===== src/sv/assert_macros.svh =====
// Assertion helpers shared by the RTL.
`ifndef ASSERT_MACROS_SVH
`define ASSERT_MACROS_SVH

`ifndef NO_ASSERTIONS

// Same-cycle implication, checked outside reset.
`define ASSERT_IMPLY(label, clk, rst, ante, cons) \
   label: assert property (@(posedge clk) disable iff (rst) (ante) |-> (cons)) \
      else $error("assertion failed: same-cycle implication");

// Next-cycle implication, checked outside reset.
`define ASSERT_NEXT(label, clk, rst, ante, cons) \
   label: assert property (@(posedge clk) disable iff (rst) (ante) |=> (cons)) \
      else $error("assertion failed: next-cycle implication");

`else

`define ASSERT_IMPLY(label, clk, rst, ante, cons)
`define ASSERT_NEXT(label, clk, rst, ante, cons)

`endif

`endif


===== src/sv/lfdc_pkg.sv =====
package lfdc_pkg;

   // Filter depths
   localparam int HISTORY_DEPTH = 3;
   localparam int VOTE_SAMPLES  = 3;
   localparam int VOTE_NEED     = VOTE_SAMPLES / 2 + 1;
   localparam int HISTORY_NEED  = HISTORY_DEPTH / 2 + 1;
   localparam int SLOT_W        = $clog2(HISTORY_DEPTH + 1);
   localparam int CNT_W         = $clog2(HISTORY_DEPTH + 1);

   // Wheel direction codes
   localparam logic [1:0] DIR_STOP = 2'd0;
   localparam logic [1:0] DIR_FWD  = 2'd1;
   localparam logic [1:0] DIR_REV  = 2'd2;

   // Obstacle sequence hold times
   localparam logic [9:0] HOLD_STOP_MS = 10'd300;
   localparam logic [9:0] HOLD_REV_MS  = 10'd500;
   localparam logic [9:0] HOLD_LOOK_MS = 10'd700;

   localparam logic [7:0] ANGLE_MAX = 8'd180;

   // Obstacle sequence step codes
   localparam logic [1:0] STEP_STOP   = 2'd0;
   localparam logic [1:0] STEP_REV    = 2'd1;
   localparam logic [1:0] STEP_LOOK   = 2'd2;
   localparam logic [1:0] STEP_CENTER = 2'd3;

   // Register map
   typedef enum logic [2:0] {
      CSR_OBSTACLE_LIMIT = 3'd0,
      CSR_CRUISE_DUTY    = 3'd1,
      CSR_STEER_DUTY     = 3'd2,
      CSR_BACK_DUTY      = 3'd3,
      CSR_FAULT_TIMEOUT  = 3'd4,
      CSR_LINE_LEVEL     = 3'd5,
      CSR_LOOK_ANGLE     = 3'd6,
      CSR_CENTER_ANGLE   = 3'd7
   } csr_index_type;

   typedef struct packed {
      logic [8:0]  obstacle_limit_cm;
      logic [7:0]  cruise_duty;
      logic [7:0]  steer_duty;
      logic [7:0]  back_duty;
      logic [15:0] fault_timeout_ms;
      logic        line_level;
      logic [7:0]  look_angle;
      logic [7:0]  center_angle;
   } cfg_type;

   typedef struct packed {
      logic [2:0]  left_samples;
      logic [2:0]  right_samples;
      logic [19:0] echo_us;
      logic [31:0] now_ms;
   } req_type;

   typedef struct packed {
      logic [1:0] left_dir;
      logic [7:0] left_duty;
      logic [1:0] right_dir;
      logic [7:0] right_duty;
      logic [7:0] servo_angle;
      logic [9:0] hold_ms;
      logic       right_faulty;
      logic       last;
   } rsp_type;

   // Servo limit
   function automatic logic [7:0] clamp_angle(input logic [7:0] a);
      clamp_angle = (a > ANGLE_MAX) ? ANGLE_MAX : a;
   endfunction

endpackage


===== src/sv/lfdc_filter.sv =====
module lfdc_filter
(
   input  logic             clock,
   input  logic             reset,
   input  logic             commit,
   input  lfdc_pkg::req_type item,
   input  lfdc_pkg::cfg_type cfg,
   output lfdc_pkg::rsp_type first_rsp,
   output logic             obstacle
);
   import lfdc_pkg::*;

   logic [HISTORY_DEPTH-1:0] left_hist_ff, left_hist_in;
   logic [HISTORY_DEPTH-1:0] right_hist_ff, right_hist_in;
   logic [SLOT_W-1:0]        slot_ff, slot_in, slot_use;
   logic                     reliable_ff, reliable_in;
   logic [31:0]              seen_ff, seen_in;

   logic [24:0] echo_x17;
   logic [24:0] limit_bound;
   logic [1:0]  left_cnt, right_cnt;
   logic        left_vote, right_vote;
   logic [CNT_W-1:0] left_hcnt, right_hcnt;
   logic        left_on, right_on;
   logic [31:0] since_seen;
   logic [8:0]  turn_sum;
   logic [7:0]  turn_duty, ctr_angle, base_80, base_60;
   logic [26:0] prod_80, prod_60;

   // Obstacle test: 0 < floor(echo*17/1000) <= limit
   assign echo_x17    = {5'd0, item.echo_us} * 25'd17;
   assign limit_bound = ({15'd0, 1'b0, cfg.obstacle_limit_cm} + 25'd1) * 25'd1000;
   assign obstacle    = (echo_x17 >= 25'd1000) && (echo_x17 < limit_bound);

   // Raw sample votes
   assign left_cnt   = {1'b0, item.left_samples[0]} + {1'b0, item.left_samples[1]}
                     + {1'b0, item.left_samples[2]};
   assign right_cnt  = {1'b0, item.right_samples[0]} + {1'b0, item.right_samples[1]}
                     + {1'b0, item.right_samples[2]};
   assign left_vote  = (left_cnt >= 2'(VOTE_NEED));
   assign right_vote = (right_cnt >= 2'(VOTE_NEED));

   // Write the votes into the current history slot
   assign slot_use = (slot_ff < SLOT_W'(HISTORY_DEPTH)) ? slot_ff : '0;
   always_comb begin
      left_hist_in  = left_hist_ff;
      right_hist_in = right_hist_ff;
      for (int i = 0; i < HISTORY_DEPTH; i++) begin
         if (SLOT_W'(i) == slot_use) begin
            left_hist_in[i]  = left_vote;
            right_hist_in[i] = right_vote;
         end
      end
   end

   // History majority
   always_comb begin
      left_hcnt  = '0;
      right_hcnt = '0;
      for (int i = 0; i < HISTORY_DEPTH; i++) begin
         left_hcnt  = left_hcnt + CNT_W'(left_hist_in[i]);
         right_hcnt = right_hcnt + CNT_W'(right_hist_in[i]);
      end
   end

   assign left_on  = ((left_hcnt >= CNT_W'(HISTORY_NEED)) == cfg.line_level);
   assign right_on = ((right_hcnt >= CNT_W'(HISTORY_NEED)) == cfg.line_level);

   // Right sensor loss timeout
   assign since_seen = item.now_ms - seen_ff;
   always_comb begin
      reliable_in = reliable_ff;
      seen_in     = seen_ff;
      if (right_on) begin
         reliable_in = 1'b1;
         seen_in     = item.now_ms;
      end else if (since_seen > {16'd0, cfg.fault_timeout_ms}) begin
         reliable_in = 1'b0;
      end
   end

   assign slot_in = (slot_use == SLOT_W'(HISTORY_DEPTH - 1)) ? '0 : slot_use + SLOT_W'(1);

   // Scaled duties: x/10 as (x*52429)>>19, exact for these ranges
   assign turn_sum  = {1'b0, cfg.steer_duty} + 9'd10;
   assign turn_duty = turn_sum[8] ? 8'd255 : turn_sum[7:0];
   assign prod_80   = {16'd0, cfg.cruise_duty, 3'd0} * 27'd52429;
   assign prod_60   = ({19'd0, cfg.cruise_duty} * 27'd6) * 27'd52429;
   assign base_80   = prod_80[26:19];
   assign base_60   = prod_60[26:19];
   assign ctr_angle = clamp_angle(cfg.center_angle);

   // First (or only) result for this item
   always_comb begin
      first_rsp              = '0;
      first_rsp.servo_angle  = ctr_angle;
      first_rsp.last         = 1'b1;
      first_rsp.right_faulty = ~reliable_in;
      if (obstacle) begin
         first_rsp.left_dir     = DIR_STOP;
         first_rsp.right_dir    = DIR_STOP;
         first_rsp.hold_ms      = HOLD_STOP_MS;
         first_rsp.right_faulty = ~reliable_ff;
         first_rsp.last         = 1'b0;
      end else if (left_on && !reliable_in) begin
         first_rsp.left_dir   = DIR_FWD;
         first_rsp.left_duty  = base_80;
         first_rsp.right_dir  = DIR_FWD;
         first_rsp.right_duty = cfg.cruise_duty;
      end else if (!left_on && !right_on) begin
         first_rsp.left_dir   = DIR_FWD;
         first_rsp.left_duty  = cfg.cruise_duty;
         first_rsp.right_dir  = DIR_FWD;
         first_rsp.right_duty = cfg.cruise_duty;
      end else if (left_on && !right_on) begin
         first_rsp.left_dir   = DIR_FWD;
         first_rsp.left_duty  = turn_duty;
         first_rsp.right_dir  = DIR_REV;
         first_rsp.right_duty = cfg.back_duty;
      end else if (!left_on && right_on) begin
         first_rsp.left_dir   = DIR_REV;
         first_rsp.left_duty  = cfg.back_duty;
         first_rsp.right_dir  = DIR_FWD;
         first_rsp.right_duty = turn_duty;
      end else begin
         first_rsp.left_dir   = DIR_FWD;
         first_rsp.left_duty  = base_60;
         first_rsp.right_dir  = DIR_FWD;
         first_rsp.right_duty = base_60;
      end
   end

   // Filter state; obstacle items leave it untouched
   always_ff @(posedge clock) begin
      if (reset) begin
         left_hist_ff  <= '0;
         right_hist_ff <= '0;
         slot_ff       <= '0;
         reliable_ff   <= 1'b1;
         seen_ff       <= '0;
      end else if (commit && !obstacle) begin
         left_hist_ff  <= left_hist_in;
         right_hist_ff <= right_hist_in;
         slot_ff       <= slot_in;
         reliable_ff   <= reliable_in;
         seen_ff       <= seen_in;
      end
   end

endmodule


===== src/sv/line_follow_drive_controller.sv =====
// Channel   Ports                       Moves
// req       req_valid/ready, req_data   sensor item in
// rsp       rsp_valid/ready, rsp_data   timed drive command out
// csr       csr_we, csr_index, csr_wdata register write, no wait
//
// An item waits in the input register and is decided on its way into the
// result register, from which its first result is offered; a full result
// register keeps the item waiting until its last result is taken.
// A line-following item gives one result; one item per cycle is sustained
// while rsp does not stall. An obstacle item gives four results; the result
// register sequences them and holds the input register meanwhile.
// A stall on rsp holds the result register and, once the input register is
// full, drops req_ready. Reset is synchronous and clears all control state.
`include "assert_macros.svh"

module line_follow_drive_controller
(
   input  logic                    clock,
   input  logic                    reset,
   input  logic                    req_valid,
   output logic                    req_ready,
   input  lfdc_pkg::req_type       req_data,
   output logic                    rsp_valid,
   input  logic                    rsp_ready,
   output lfdc_pkg::rsp_type       rsp_data,
   input  logic                    csr_we,
   input  lfdc_pkg::csr_index_type csr_index,
   input  logic [15:0]             csr_wdata
);
   import lfdc_pkg::*;

   cfg_type cfg_ff;
   req_type item_ff;
   logic    in_valid_ff;
   logic    out_valid_ff;
   rsp_type rsp_ff, rsp_in;
   logic    obst_ff;
   logic [1:0] step_ff;

   rsp_type first_rsp;
   logic    obstacle;
   logic    move;
   logic    rsp_xfer;

   // Move the decided item into the result register when it frees up
   assign rsp_xfer  = out_valid_ff && rsp_ready;
   assign move      = in_valid_ff && (!out_valid_ff || (rsp_xfer && rsp_ff.last));
   assign req_ready = !in_valid_ff || move;

   lfdc_filter u_filter (
      .clock     (clock),
      .reset     (reset),
      .commit    (move),
      .item      (item_ff),
      .cfg       (cfg_ff),
      .first_rsp (first_rsp),
      .obstacle  (obstacle)
   );

   // Next step of the obstacle sequence
   always_comb begin
      rsp_in            = rsp_ff;
      rsp_in.left_dir   = DIR_STOP;
      rsp_in.left_duty  = '0;
      rsp_in.right_dir  = DIR_STOP;
      rsp_in.right_duty = '0;
      rsp_in.last       = 1'b0;
      case (step_ff)
         STEP_STOP: begin
            rsp_in.left_dir    = DIR_REV;
            rsp_in.left_duty   = cfg_ff.back_duty;
            rsp_in.right_dir   = DIR_REV;
            rsp_in.right_duty  = cfg_ff.back_duty;
            rsp_in.servo_angle = clamp_angle(cfg_ff.center_angle);
            rsp_in.hold_ms     = HOLD_REV_MS;
         end
         STEP_REV: begin
            rsp_in.servo_angle = clamp_angle(cfg_ff.look_angle);
            rsp_in.hold_ms     = HOLD_LOOK_MS;
         end
         default: begin
            rsp_in.servo_angle = clamp_angle(cfg_ff.center_angle);
            rsp_in.hold_ms     = HOLD_STOP_MS;
            rsp_in.last        = 1'b1;
         end
      endcase
   end

   // Input register
   always_ff @(posedge clock) begin
      if (reset) begin
         in_valid_ff <= 1'b0;
      end else if (req_ready) begin
         in_valid_ff <= req_valid;
      end
      if (req_ready && req_valid) begin
         item_ff <= req_data;
      end
   end

   // Result register and obstacle step counter
   always_ff @(posedge clock) begin
      if (reset) begin
         out_valid_ff <= 1'b0;
         obst_ff      <= 1'b0;
         step_ff      <= STEP_STOP;
      end else if (move) begin
         out_valid_ff <= 1'b1;
         obst_ff      <= obstacle;
         step_ff      <= STEP_STOP;
         rsp_ff       <= first_rsp;
      end else if (rsp_xfer) begin
         if (rsp_ff.last) begin
            out_valid_ff <= 1'b0;
         end else begin
            step_ff <= step_ff + 2'd1;
            rsp_ff  <= rsp_in;
         end
      end
   end

   // Register writes
   always_ff @(posedge clock) begin
      if (reset) begin
         cfg_ff.obstacle_limit_cm <= 9'd10;
         cfg_ff.cruise_duty       <= 8'd90;
         cfg_ff.steer_duty        <= 8'd70;
         cfg_ff.back_duty         <= 8'd70;
         cfg_ff.fault_timeout_ms  <= 16'd5000;
         cfg_ff.line_level        <= 1'b0;
         cfg_ff.look_angle        <= 8'd150;
         cfg_ff.center_angle      <= 8'd90;
      end else if (csr_we) begin
         case (csr_index)
            CSR_OBSTACLE_LIMIT: cfg_ff.obstacle_limit_cm <= csr_wdata[8:0];
            CSR_CRUISE_DUTY:    cfg_ff.cruise_duty       <= csr_wdata[7:0];
            CSR_STEER_DUTY:     cfg_ff.steer_duty        <= csr_wdata[7:0];
            CSR_BACK_DUTY:      cfg_ff.back_duty         <= csr_wdata[7:0];
            CSR_FAULT_TIMEOUT:  cfg_ff.fault_timeout_ms  <= csr_wdata;
            CSR_LINE_LEVEL:     cfg_ff.line_level        <= csr_wdata[0];
            CSR_LOOK_ANGLE:     cfg_ff.look_angle        <= csr_wdata[7:0];
            CSR_CENTER_ANGLE:   cfg_ff.center_angle      <= csr_wdata[7:0];
            default: ;
         endcase
      end
   end

   assign rsp_valid = out_valid_ff;
   assign rsp_data  = rsp_ff;

   // Sequence consistency
   `ASSERT_IMPLY(a_last_matches_step, clock, reset, out_valid_ff, (rsp_ff.last == (!obst_ff || (step_ff == STEP_CENTER))))
   `ASSERT_IMPLY(a_step_only_obstacle, clock, reset, out_valid_ff && (step_ff != STEP_STOP), obst_ff)
   `ASSERT_IMPLY(a_hold_only_obstacle, clock, reset, out_valid_ff, ((rsp_ff.hold_ms == 10'd0) == !obst_ff))
   `ASSERT_NEXT(a_more_follow, clock, reset, rsp_xfer && !rsp_ff.last, out_valid_ff && obst_ff)

endmodule

===== config.mk =====
export PLATFORM = sky130hd
export DESIGN_NAME = line_follow_drive_controller
export DESIGN_NICKNAME = d
export VERILOG_FILES = /design/src/sv/lfdc_pkg.sv /design/src/sv/lfdc_filter.sv /design/src/sv/line_follow_drive_controller.sv
export VERILOG_INCLUDE_DIRS = /design/src /design/src/sv
export SDC_FILE = /design/constraint.sdc
export NUM_CORES = 1
export LEC_CHECK = 0
export BUFFER_PORTS_ARGS = -buffer_cell sky130_fd_sc_hd__buf_2
export CAP_MARGIN = 40
export CORE_ASPECT_RATIO = 1.4
export CORE_MARGIN = 5
export CORE_UTILIZATION = 49
export CTS_CLUSTER_SIZE = 28
export DETAILED_ROUTE_END_ITERATION = 10
export MAX_ROUTING_LAYER = met4
export PLACE_DENSITY = 0.66
export SETUP_SLACK_MARGIN = 0.3
export SLEW_MARGIN = 10
export SYNTH_ARGS = -nofsm -noshare
export SYNTH_HDL_FRONTEND = slang
export SYNTH_HIERARCHICAL = 1
export SYNTH_SLANG_ARGS = --single-unit

===== constraint.sdc =====
create_clock -name clock -period 9.8 [get_ports clock]
set_clock_uncertainty 0.1 [all_clocks]
set_input_delay 1.96 -clock clock [delete_from_list [all_inputs] [get_ports clock]]
set_output_delay 1.96 -clock clock [all_outputs]
set_load 0.1 [all_outputs]

==> flow_summary.yaml, run 1 <==
run_status:
  status: "complete, no violations"
detailed_routing:
  drcViolationCount: 0
  routed_wl_um: 45800
  vias_per_cell: 5.60
  ant_nets: 0
  drt_iter0_markers: 798
  avgRoutedWirePerCell_um: 17.8
  dr.pass1.iters: 6
  num_vias: 14380
critical_path:
  crit_type: "reg -> reg"
  worst_path_max_delay_cell: "and4_1"
  cp-end-kind: "flip-flop"
  critPathTopFamily: "adder cells"
  worstPathRequired_ns: 10.02
  startpoint_type: "flip-flop"
  cp_common_cell: "inv_1"
  slowest_delay_ns: 0.77
  crit_path_max_fanout: 15
  critPathArrivalTime_ns: 8.32
  cp_num_buf_inv: 5
sta:
  holdWs_ns: 0.356
  min_period_ns: 8.10
  fin_ws_ns: 1.70
  clock.fmax_mhz: 123
  post-route-period-util_pct: 82.6
  rsz0062_at_grt: "false"
  slew_headroom_pct: 42.9
  hold_viol: 0
  worst_slew_pin_slew_ns: 0.857
  drv_slew: 0
  finalSetupViolCount: 0
  tns_ns: 0
global_routing:
  grt_overflow: 0
  globalRouteMet1Util_pct: 24.7
  grt_max_degree: 71
  grtUsageMet2_pct: 41.9
  grt.busiest_layer: "met2"
  track_usage_pct: 22.4
  first_global_vias: 14578
  grt_antenna_before_repair: 2
  grt_pass1_wl_um: 74300
  use_met3_pct: 1.97
cts:
  ctsHoldBuffers: 0
  cts_setup_buffers: 0
  htreeDepth: 1
  clock_sinks: 209
  clk_pin_slew_ns: 0.06
  clock_latency_ns: 0.56
  cts-root-buf: "clkbuf_16"
  postCtsResizedCells: 0
  cts_tree: "yes"
  cts_buffers: 25
  clock_path_buffers: 3
final_layout:
  final_nets: 2503
  area_delta_synth_final_pct: 9.78
  finalInstanceArea_sq_mm: 0.0199
  drive_above_1_share_pct: 10.4
  utilization_pct: 54.3
synth:
  synth-seq-cells: 209
  synth_seq_area_share_pct: 28.5
  syn_area_per_cell_sq_um: 9.16
  postSynth.asyncResetShare_pct: 0
  synth_cell_types: 96
  synth_edf_count: 98
  syn_area_sq_mm: 0.0181
  synthFlopType: "dfxtp_1"
  ys.warnings.count: 6
  synth_cells: 1978
floorplanning:
  io_pins: 124
  initial_core_util_pct: 49.4
  rows: 83
  die_area_sq_mm: 0.0410
  core_area_sq_mm: 0.0367
  chipWidth_um: 173
  fp.dieH_um: 238
power:
  p_per_area_mw_per_mm2: 194
  p_leak_uw: 0.00905
  irDropWorstVdd_mv: 0.344
min_path:
  hold_path_class: "reg -> reg"
placement:
  preCtsSetupSlack_ns: 1.69
  dp_hpwl_um: 36100
  place_area_sq_mm: 0.0191
  io_buffers: 123
  place_congestion: 0.932
flow_run:
  maxCapViolations: 0
==> per-stage QoR <==
step,cells,total power (uW)
floorplan,1983,2500
global placement,2518,2890
detailed placement,2519,2940
CTS,2565,3890
global route,2567,4170
finish,2567,3850
==> synth_stat cells (all sizes together), types with 53 or more instances <==
master	number	area, sq um
ha	265	3320
inv	239	897
nand2	207	777
a21oi	163	827
nor2	128	523
dfxtp	111	2220
edfxtp	98	2940
o21ai	87	450
fa	77	1540
mux2i	55	551
xnor2	53	464
==> where the power goes <==
part	leakage (uW)	switching (uW)	internal (uW)
registers	0.00184	31.5	966
logic	0.00682	1120	814
clock network	0.000391	400	526
total	0.00905	1550	2310
==> cell usage in the layout (no fill, tap or decap), types with 8 or more instances in the layout <==
cell,Yosys,layout
a211o_1,11,11
a211oi_1,12,12
a211oi_2,8,8
a21o_1,32,32
a21oi_1,160,159
a22o_1,19,19
a31oi_1,10,10
and2_1,19,18
and3_1,13,13
buf_2,14,122
buf_4,14,9
clkbuf_16,0,26
dfxtp_1,111,111
edfxtp_1,98,98
fa_1,77,77
ha_1,265,265
inv_1,238,238
mux2i_1,55,55
nand2_1,207,207
nand2b_1,19,19
nand3_1,36,36
nand3b_1,23,23
nand4_1,15,15
nor2_1,124,124
nor2b_1,20,20
nor3_1,21,21
o211ai_1,16,16
o21a_1,16,16
o21ai_0,75,75
o21ai_1,10,10
o22ai_1,8,8
or3_1,8,8
xnor2_1,53,52
xor2_1,27,27
==> worst paths after layout <==
check                           startpoint            to  slack, ns  depth (start not counted)
worst max-delay path            cfg_ff[57]  rsp_data[37]       1.70                         30
worst min-delay path            cfg_ff[22]    cfg_ff[22]       0.36                          2
worst max register to register  cfg_ff[57]  rsp_data[37]       1.70                         30
worst min register to register  cfg_ff[22]    cfg_ff[22]       0.36                          2
==> flip-flops by register name, summed over array words and instances, names as in the netlist, 2 cells and up <==
name / count
cfg_ff: 66
u_filter/seen_ff: 32
rsp_data: 40
item_ff: 58
u_filter/left_hist_ff: 3
step_ff: 2
u_filter/right_hist_ff: 3
u_filter/slot_ff: 2
==> layer usage <==
| layer | wire length (um) | vias up |
|---|---|---|
| met3 | 1810 | 81 |
| met4 | 1660 | 0 |
| met5 | 0 | - |
| li1 | - | 7098 |
| met2 | 24700 | 297 |
| met1 | 17600 | 6904 |
==> logic make-up after synthesis <==
group | Yosys count | share of synthesized area [%]
AND/OR/NAND/NOR | 546 | 14.8
AO/OA/AOI/OAI | 441 | 15.8
adder cells (fa/ha/maj) | 342 | 26.8
buffers and inverters | 302 | 6.98
flip-flops | 209 | 28.5
XOR/XNOR | 80 | 3.87
multiplexers | 57 | 3.23
other | 1 | 0.0207
==> worst min-delay path, cell delays in order, from the launching register on <==
cell and delay [ns]:
dfxtp_1 0.31, nand2_1 0.05, a21oi_1 0.05
==> final cells by class <==
cell class	instances	area [sq um]
Antenna cell	2	5.00
Clock buffer	30	676
Clock inverter	16	141
Fill cell	3368	16800
Inverter	239	897
Multi-Input combinational cell	1472	11700
Sequential cell	209	5160
Tap cell	467	584
Timing Repair Buffer	132	693
Note: power is estimated with default switching activity, not from simulation.
==> run 2: changes to the inputs <==
- clock period: 9.8 -> 7.6 ns (I/O delays scaled with it)
==> flow_summary.yaml, run 2 (synthesis gave the netlist of run 1 again) <==
critical_path:
  worstPathRequired_ns: 7.80
  critPathArrivalTime_ns: 7.18
  critPathTopFamily: "adder cells"
  r2r_cells: 30
  path_depth: 30
  cp_num_buf_inv: 5
  r2r_slack_ns: 0.62
  crit_path_max_fanout: 4
  cp-end-kind: "flip-flop"
  worst_path_max_delay_cell: "fa_1"
  crit_type: "reg -> reg"
  startpoint_type: "flip-flop"
  slowest_delay_ns: 0.57
cts:
  htreeDepth: 1
  cts-root-buf: "clkbuf_16"
  clock_path_buffers: 3
  cts_tree: "yes"
  clock_sinks: 209
  cts_buffers: 24
  clk_pin_slew_ns: 0.06
  ctsHoldBuffers: 0
  clock_latency_ns: 0.55
global_routing:
  grt_antenna_before_repair: 1
  grt_max_degree: 73
  track_usage_pct: 22.5
  first_global_vias: 14851
  grt_overflow: 0
  grt_pass1_wl_um: 74400
sta:
  clock.fmax_mhz: 143
  post-route-period-util_pct: 91.9
  drv_slew: 0
  rsz0062_at_grt: "true"
  tns_ns: 0
  min_period_ns: 6.98
  hold_viol: 0
  slew_headroom_pct: 43.7
  finalSetupViolCount: 0
  worst_slew_pin_slew_ns: 0.842
min_path:
  whs_path_depth: 2
  hold_path_class: "reg -> reg"
final_layout:
  area_delta_synth_final_pct: 12.3
  largest-register: "cfg_ff"
  finalInstanceArea_sq_mm: 0.0204
  final_nets: 2529
  mostFrequentLayoutCells: "ha_1, inv_1, nand2_1"
  layout_commonest_cell: "ha_1"
  stdcell_count: 2591
  largest_reg_flops: 66
  drive_above_1_share_pct: 12.8
power:
  internal_power_uw: 3200
  p_sw_uw: 2000
  pwr-share-clk_pct: 25.9
  p_leak_uw: 0.00928
  irDropWorstVdd_mv: 0.302
  p_comb_share_pct: 49.4
  seq_power_share_pct: 24.7
  swShare_pct: 38.5
  p_per_area_mw_per_mm2: 256
detailed_routing:
  drt_iter0_markers: 798
  dr.pass1.iters: 7
  vias_per_cell: 5.61
  ant_nets: 0
  routed_wl_um: 46100
  avgRoutedWirePerCell_um: 17.8
  num_vias: 14541
  drcViolationCount: 0
floorplanning:
  core_area_sq_mm: 0.0367
  rows: 83
  die_area_sq_mm: 0.0410
  fp.dieH_um: 238
  initial_core_util_pct: 49.4
  io_pins: 124
  chipWidth_um: 173
placement:
  dp_hpwl_um: 36200
  place_area_sq_mm: 0.0192
  io_buffers: 123
  dpl.cell_count: 2535
  place_congestion: 0.894
run_status:
  status: "complete, no violations"
flow_run:
  maxCapViolations: 0
## run 2: path summary, 6_finish.rpt
kind | startpoint | end
worst min-delay path | cfg_ff[23] | cfg_ff[23]
worst min register to register | cfg_ff[23] | cfg_ff[23]
worst max register to register | cfg_ff[50] | rsp_data[31]
worst max-delay path | cfg_ff[50] | rsp_data[31]
## run 2: power by group through the flow
stage                     clock network (uW)  registers (uW)  logic, uW
final                                   1350            1280       2570
after CTS                               1380            1280       2540
after global placement                     0            1310       2440
after global routing                    1420            1290       2900
after floorplan                            0            1380       1840
after detailed placement                   0            1310       2510
## run 2: layer usage
layer | GRT usage, % | part of all wire (%) | vias up
met5 | - | 0 | -
met4 | 8.82 | 4.0 | 0
met3 | 1.89 | 3.5 | 105
met2 | 42.3 | 54 | 357
met1 | 24.4 | 38 | 6924
li1 | - | - | 7155
## run 2: area by class of cell
cell class                 instances  area, sq um
antenna                            1         2.50
clock inverter                    17          303
tap                              467          584
clock buffer                      27          612
inverter                         239          897
multi-input combinational       1472        11800
fill                            3355        16300
sequential                       209         5170
timing repair buffer             159          958
## run 2: repair_timing
| action | in CTS | in global routing |
|---|---|---|
| pin swaps | 2 | 13 |
| cloned | 0 | 1 |
| setup buffers | 0 | 9 |
| setup endpoints to repair | 9 | 67 |
| resized for setup | 6 | 30 |
## run 2: through the flow
stage	setup slack [ns]	power, uW	hold WS (ns)	util [%]
CTS	0.305	5200	0.356	55.0
global placement	0.324	3750	0.345	52.4
finish	0.616	5200	0.353	55.5
floorplan	0.615	3220	0.336	-
detailed placement	0.183	3820	0.349	52.4
global route	0.279	5610	0.373	55.5
## run 2: worst register-to-register path: cells and delay by family, from the launching register on
| kind | cells | cell delay [ns] |
|---|---|---|
| compound gates | 11 | 2.06 |
| fa+ha+maj | 8 | 3.24 |
| xor+xnor | 1 | 0.19 |
| buf+inv | 5 | 0.39 |
| flops | 1 | 0.34 |
| simple gates | 5 | 0.43 |
==> run 3: changes to the inputs <==
- ABC_AREA: unset -> 1
- PLACE_DENSITY: 0.66 -> 0.65
==> flow_summary.yaml, run 3 <==
run_status:
  status: "complete, no violations"
floorplanning:
  chipWidth_um: 183
  fp.dieH_um: 252
  io_pins: 124
  die_area_sq_mm: 0.0461
  initial_core_util_pct: 49.7
  core_area_sq_mm: 0.0413
  rows: 88
critical_path:
  slowest_delay_ns: 0.59
  cp_common_cell: "nand2_1"
  critPathTopFamily: "adder cells"
  critPathArrivalTime_ns: 7.04
  cp-end-kind: "flip-flop"
  worst_path_max_delay_cell: "fa_1"
  cp_num_buf_inv: 3
  crit_path_max_fanout: 8
  worstPathRequired_ns: 7.78
  startpoint_type: "flip-flop"
  crit_type: "reg -> reg"
sta:
  fin_ws_ns: 0.739
  post-route-period-util_pct: 90.3
  finalSetupViolCount: 0
  min_period_ns: 6.86
  tns_ns: 0
  worst_slew_pin_slew_ns: 0.835
  drv_slew: 0
  rsz0062_at_grt: "false"
  slew_headroom_pct: 44.3
  clock.fmax_mhz: 146
  hold_viol: 0
synth:
  synth_top_family_by_area: "simple AND/OR/NAND/NOR gates"
  synthFlopType: "dfxtp_1"
  yosys.area.top_type_share_pct: 16.2
  postSynth.asyncResetShare_pct: 0
  synth_seq_area_share_pct: 25.2
  yosys.area.top_type: "ha_1"
  syn_area_sq_mm: 0.0205
  synthAdderAreaFrac_pct: 23.7
  synth_cell_types: 50
  ys.warnings.count: 6
  syn_area_per_cell_sq_um: 6.98
  muxShareOfSynthArea_pct: 0
  synth_edf_count: 98
  synth_xor_xnor_area_share_pct: 2.52
  synth_compound_area_share_pct: 8.21
  post-synth-top-count-cell: "nand2_1"
  synth_cells: 2938
  synth_common_cells: "nand2_1, inv_1, nor2_1"
  synth-seq-cells: 209
  synth_area_leaders: "ha_1, edfxtp_1, nand2_1"
  yosys.area_share.simple_pct: 27.5
cts:
  clock_latency_ns: 0.55
  clk_pin_slew_ns: 0.07
  clock_sinks: 209
  htreeDepth: 1
  cts-root-buf: "clkbuf_16"
  cts_buffers: 23
  clock_path_buffers: 3
  cts_tree: "yes"
final_layout:
  largest_reg_flops: 66
  final_nets: 3480
  diodes: 0
  area_delta_synth_final_pct: 9.43
  mostFrequentLayoutCells: "nand2_1, inv_1, nor2_1"
  layout_commonest_cell: "nand2_1"
  drive_above_1_share_pct: 7.75
  stdcell_count: 3612
  largest-register: "cfg_ff"
  n_fill_cell: 4165
power:
  p_comb_share_pct: 63.9
  seq_power_share_pct: 19.7
  irDropWorstVdd_mv: 0.272
  swShare_pct: 49.1
  p_leak_uw: 0.0123
  p_per_area_mw_per_mm2: 294
  internal_power_uw: 3350
  p_sw_uw: 3240
  pwr-share-clk_pct: 16.4
detailed_routing:
  drt_iter0_markers: 833
  vias_per_cell: 5.09
  dr.pass1.iters: 6
  avgRoutedWirePerCell_um: 15.0
  num_vias: 18389
  ant_nets: 0
  drcViolationCount: 0
  routed_wl_um: 54200
global_routing:
  grt_pass1_wl_um: 88800
  grt_antenna_before_repair: 0
  first_global_vias: 18428
  track_usage_pct: 23.8
  grt_overflow: 0
  grt_max_degree: 69
flow_run:
  maxCapViolations: 0
placement:
  preCtsSetupSlack_ns: 0.216
  dpl.cell_count: 3568
  io_buffers: 123
  dp_hpwl_um: 43600
  place_congestion: 0.947
min_path:
  hold_path_class: "reg -> reg"
-- run 3: cell types whose count changed after synthesis, moves of 20 or more --
cell     delta
nand2_1   +570
inv_1     +357
nor2_1    +155
nand3_1   +123
mux2i_1    -55
nand4_1    +43
o21ai_0    +40
xnor2_1    -36
a21oi_1    -28
a21o_1     -21
nor2b_1    -20
-- run 3: final timing paths --
kind	slack [ns]	end	cells after the start	from
max reg2reg	0.74	rsp_data[32]	31	cfg_ff[51]
min	0.38	cfg_ff[13]	2	cfg_ff[13]
max	0.74	rsp_data[32]	31	cfg_ff[51]
min reg2reg	0.38	cfg_ff[13]	2	cfg_ff[13]
-- run 3: what timing repair did --
action	in CTS	in global routing
hold buffers	0	0
endpoints found under the hold margin	0	0
pin swaps	0	1
cloned	0	0
endpoints found under the setup margin	24	67
setup buffers	0	3
resized for setup	1	15
-- run 3: final cells by class --
cell class | count | area [sq um] | share of cell area [%]
clock inverters | 11 | 97.6 | 0.435
multi-input cells | 2067 | 12800 | 56.9
inverters | 609 | 2290 | 10.2
well taps | 540 | 676 | 3.01
repair buffers | 146 | 825 | 3.67
clock buffers | 30 | 622 | 2.77
flip-flops and latches | 209 | 5170 | 23.0
-- run 3: power groups by stage --
| stage | logic [uW] | registers [uW] | clock network (uW) |
|---|---|---|---|
| 2_1_floorplan | 3020 | 1390 | 0 |
| 3_3_place_gp | 4130 | 1320 | 0 |
| 3_5_place_dp | 4200 | 1320 | 0 |
| 4_1_cts | 4230 | 1300 | 1110 |
| 5_1_grt | 4820 | 1300 | 1160 |
| 6_report | 4210 | 1300 | 1080 |
-- run 3: cells by family after synthesis --
logic type                 count (synthesis)
other                                      1
DFF                                      209
adders and majority gates                342
AOI/OAI and AO/OA                        308
xor gates and xnor gates                  59
and+or+nand+nor                         1352
buffers and inverters                    667
-- run 3: metal layers --
| layer | part of all wire [%] | track usage, % | vias up | routed length (um) |
|---|---|---|---|---|
| met3 | 3.4 | 1.93 | 112 | 1820 |
| met1 | 41 | 26.9 | 8481 | 22100 |
| li1 | - | - | 9453 | - |
| met2 | 52 | 44.4 | 343 | 28400 |
| met4 | 3.3 | 7.52 | 0 | 1810 |
| met5 | 0 | - | - | 0 |
-- run 3: worst min-delay path, delay by kind of cell (launching register included) --
family	cells	cell delay [ns]
buffers and inverters	1	0.07
AO/OA/AOI/OAI	1	0.06
flip-flops	1	0.31
-- run 3: stage by stage --
| step | area (sq um) | power, uW | hold WS, ns | utilization (%) |
|---|---|---|---|---|
| 6_report | 22500 | 6590 | 0.377 | 54.4 |
| 5_1_grt | 22500 | 7280 | 0.399 | 54.4 |
| 4_1_cts | 22400 | 6640 | 0.379 | 54.2 |
| 3_5_place_dp | 21700 | 5520 | 0.370 | 52.5 |
| 3_3_place_gp | 21600 | 5450 | 0.356 | 52.4 |
| 2_1_floorplan | 20500 | 4420 | 0.342 | - |
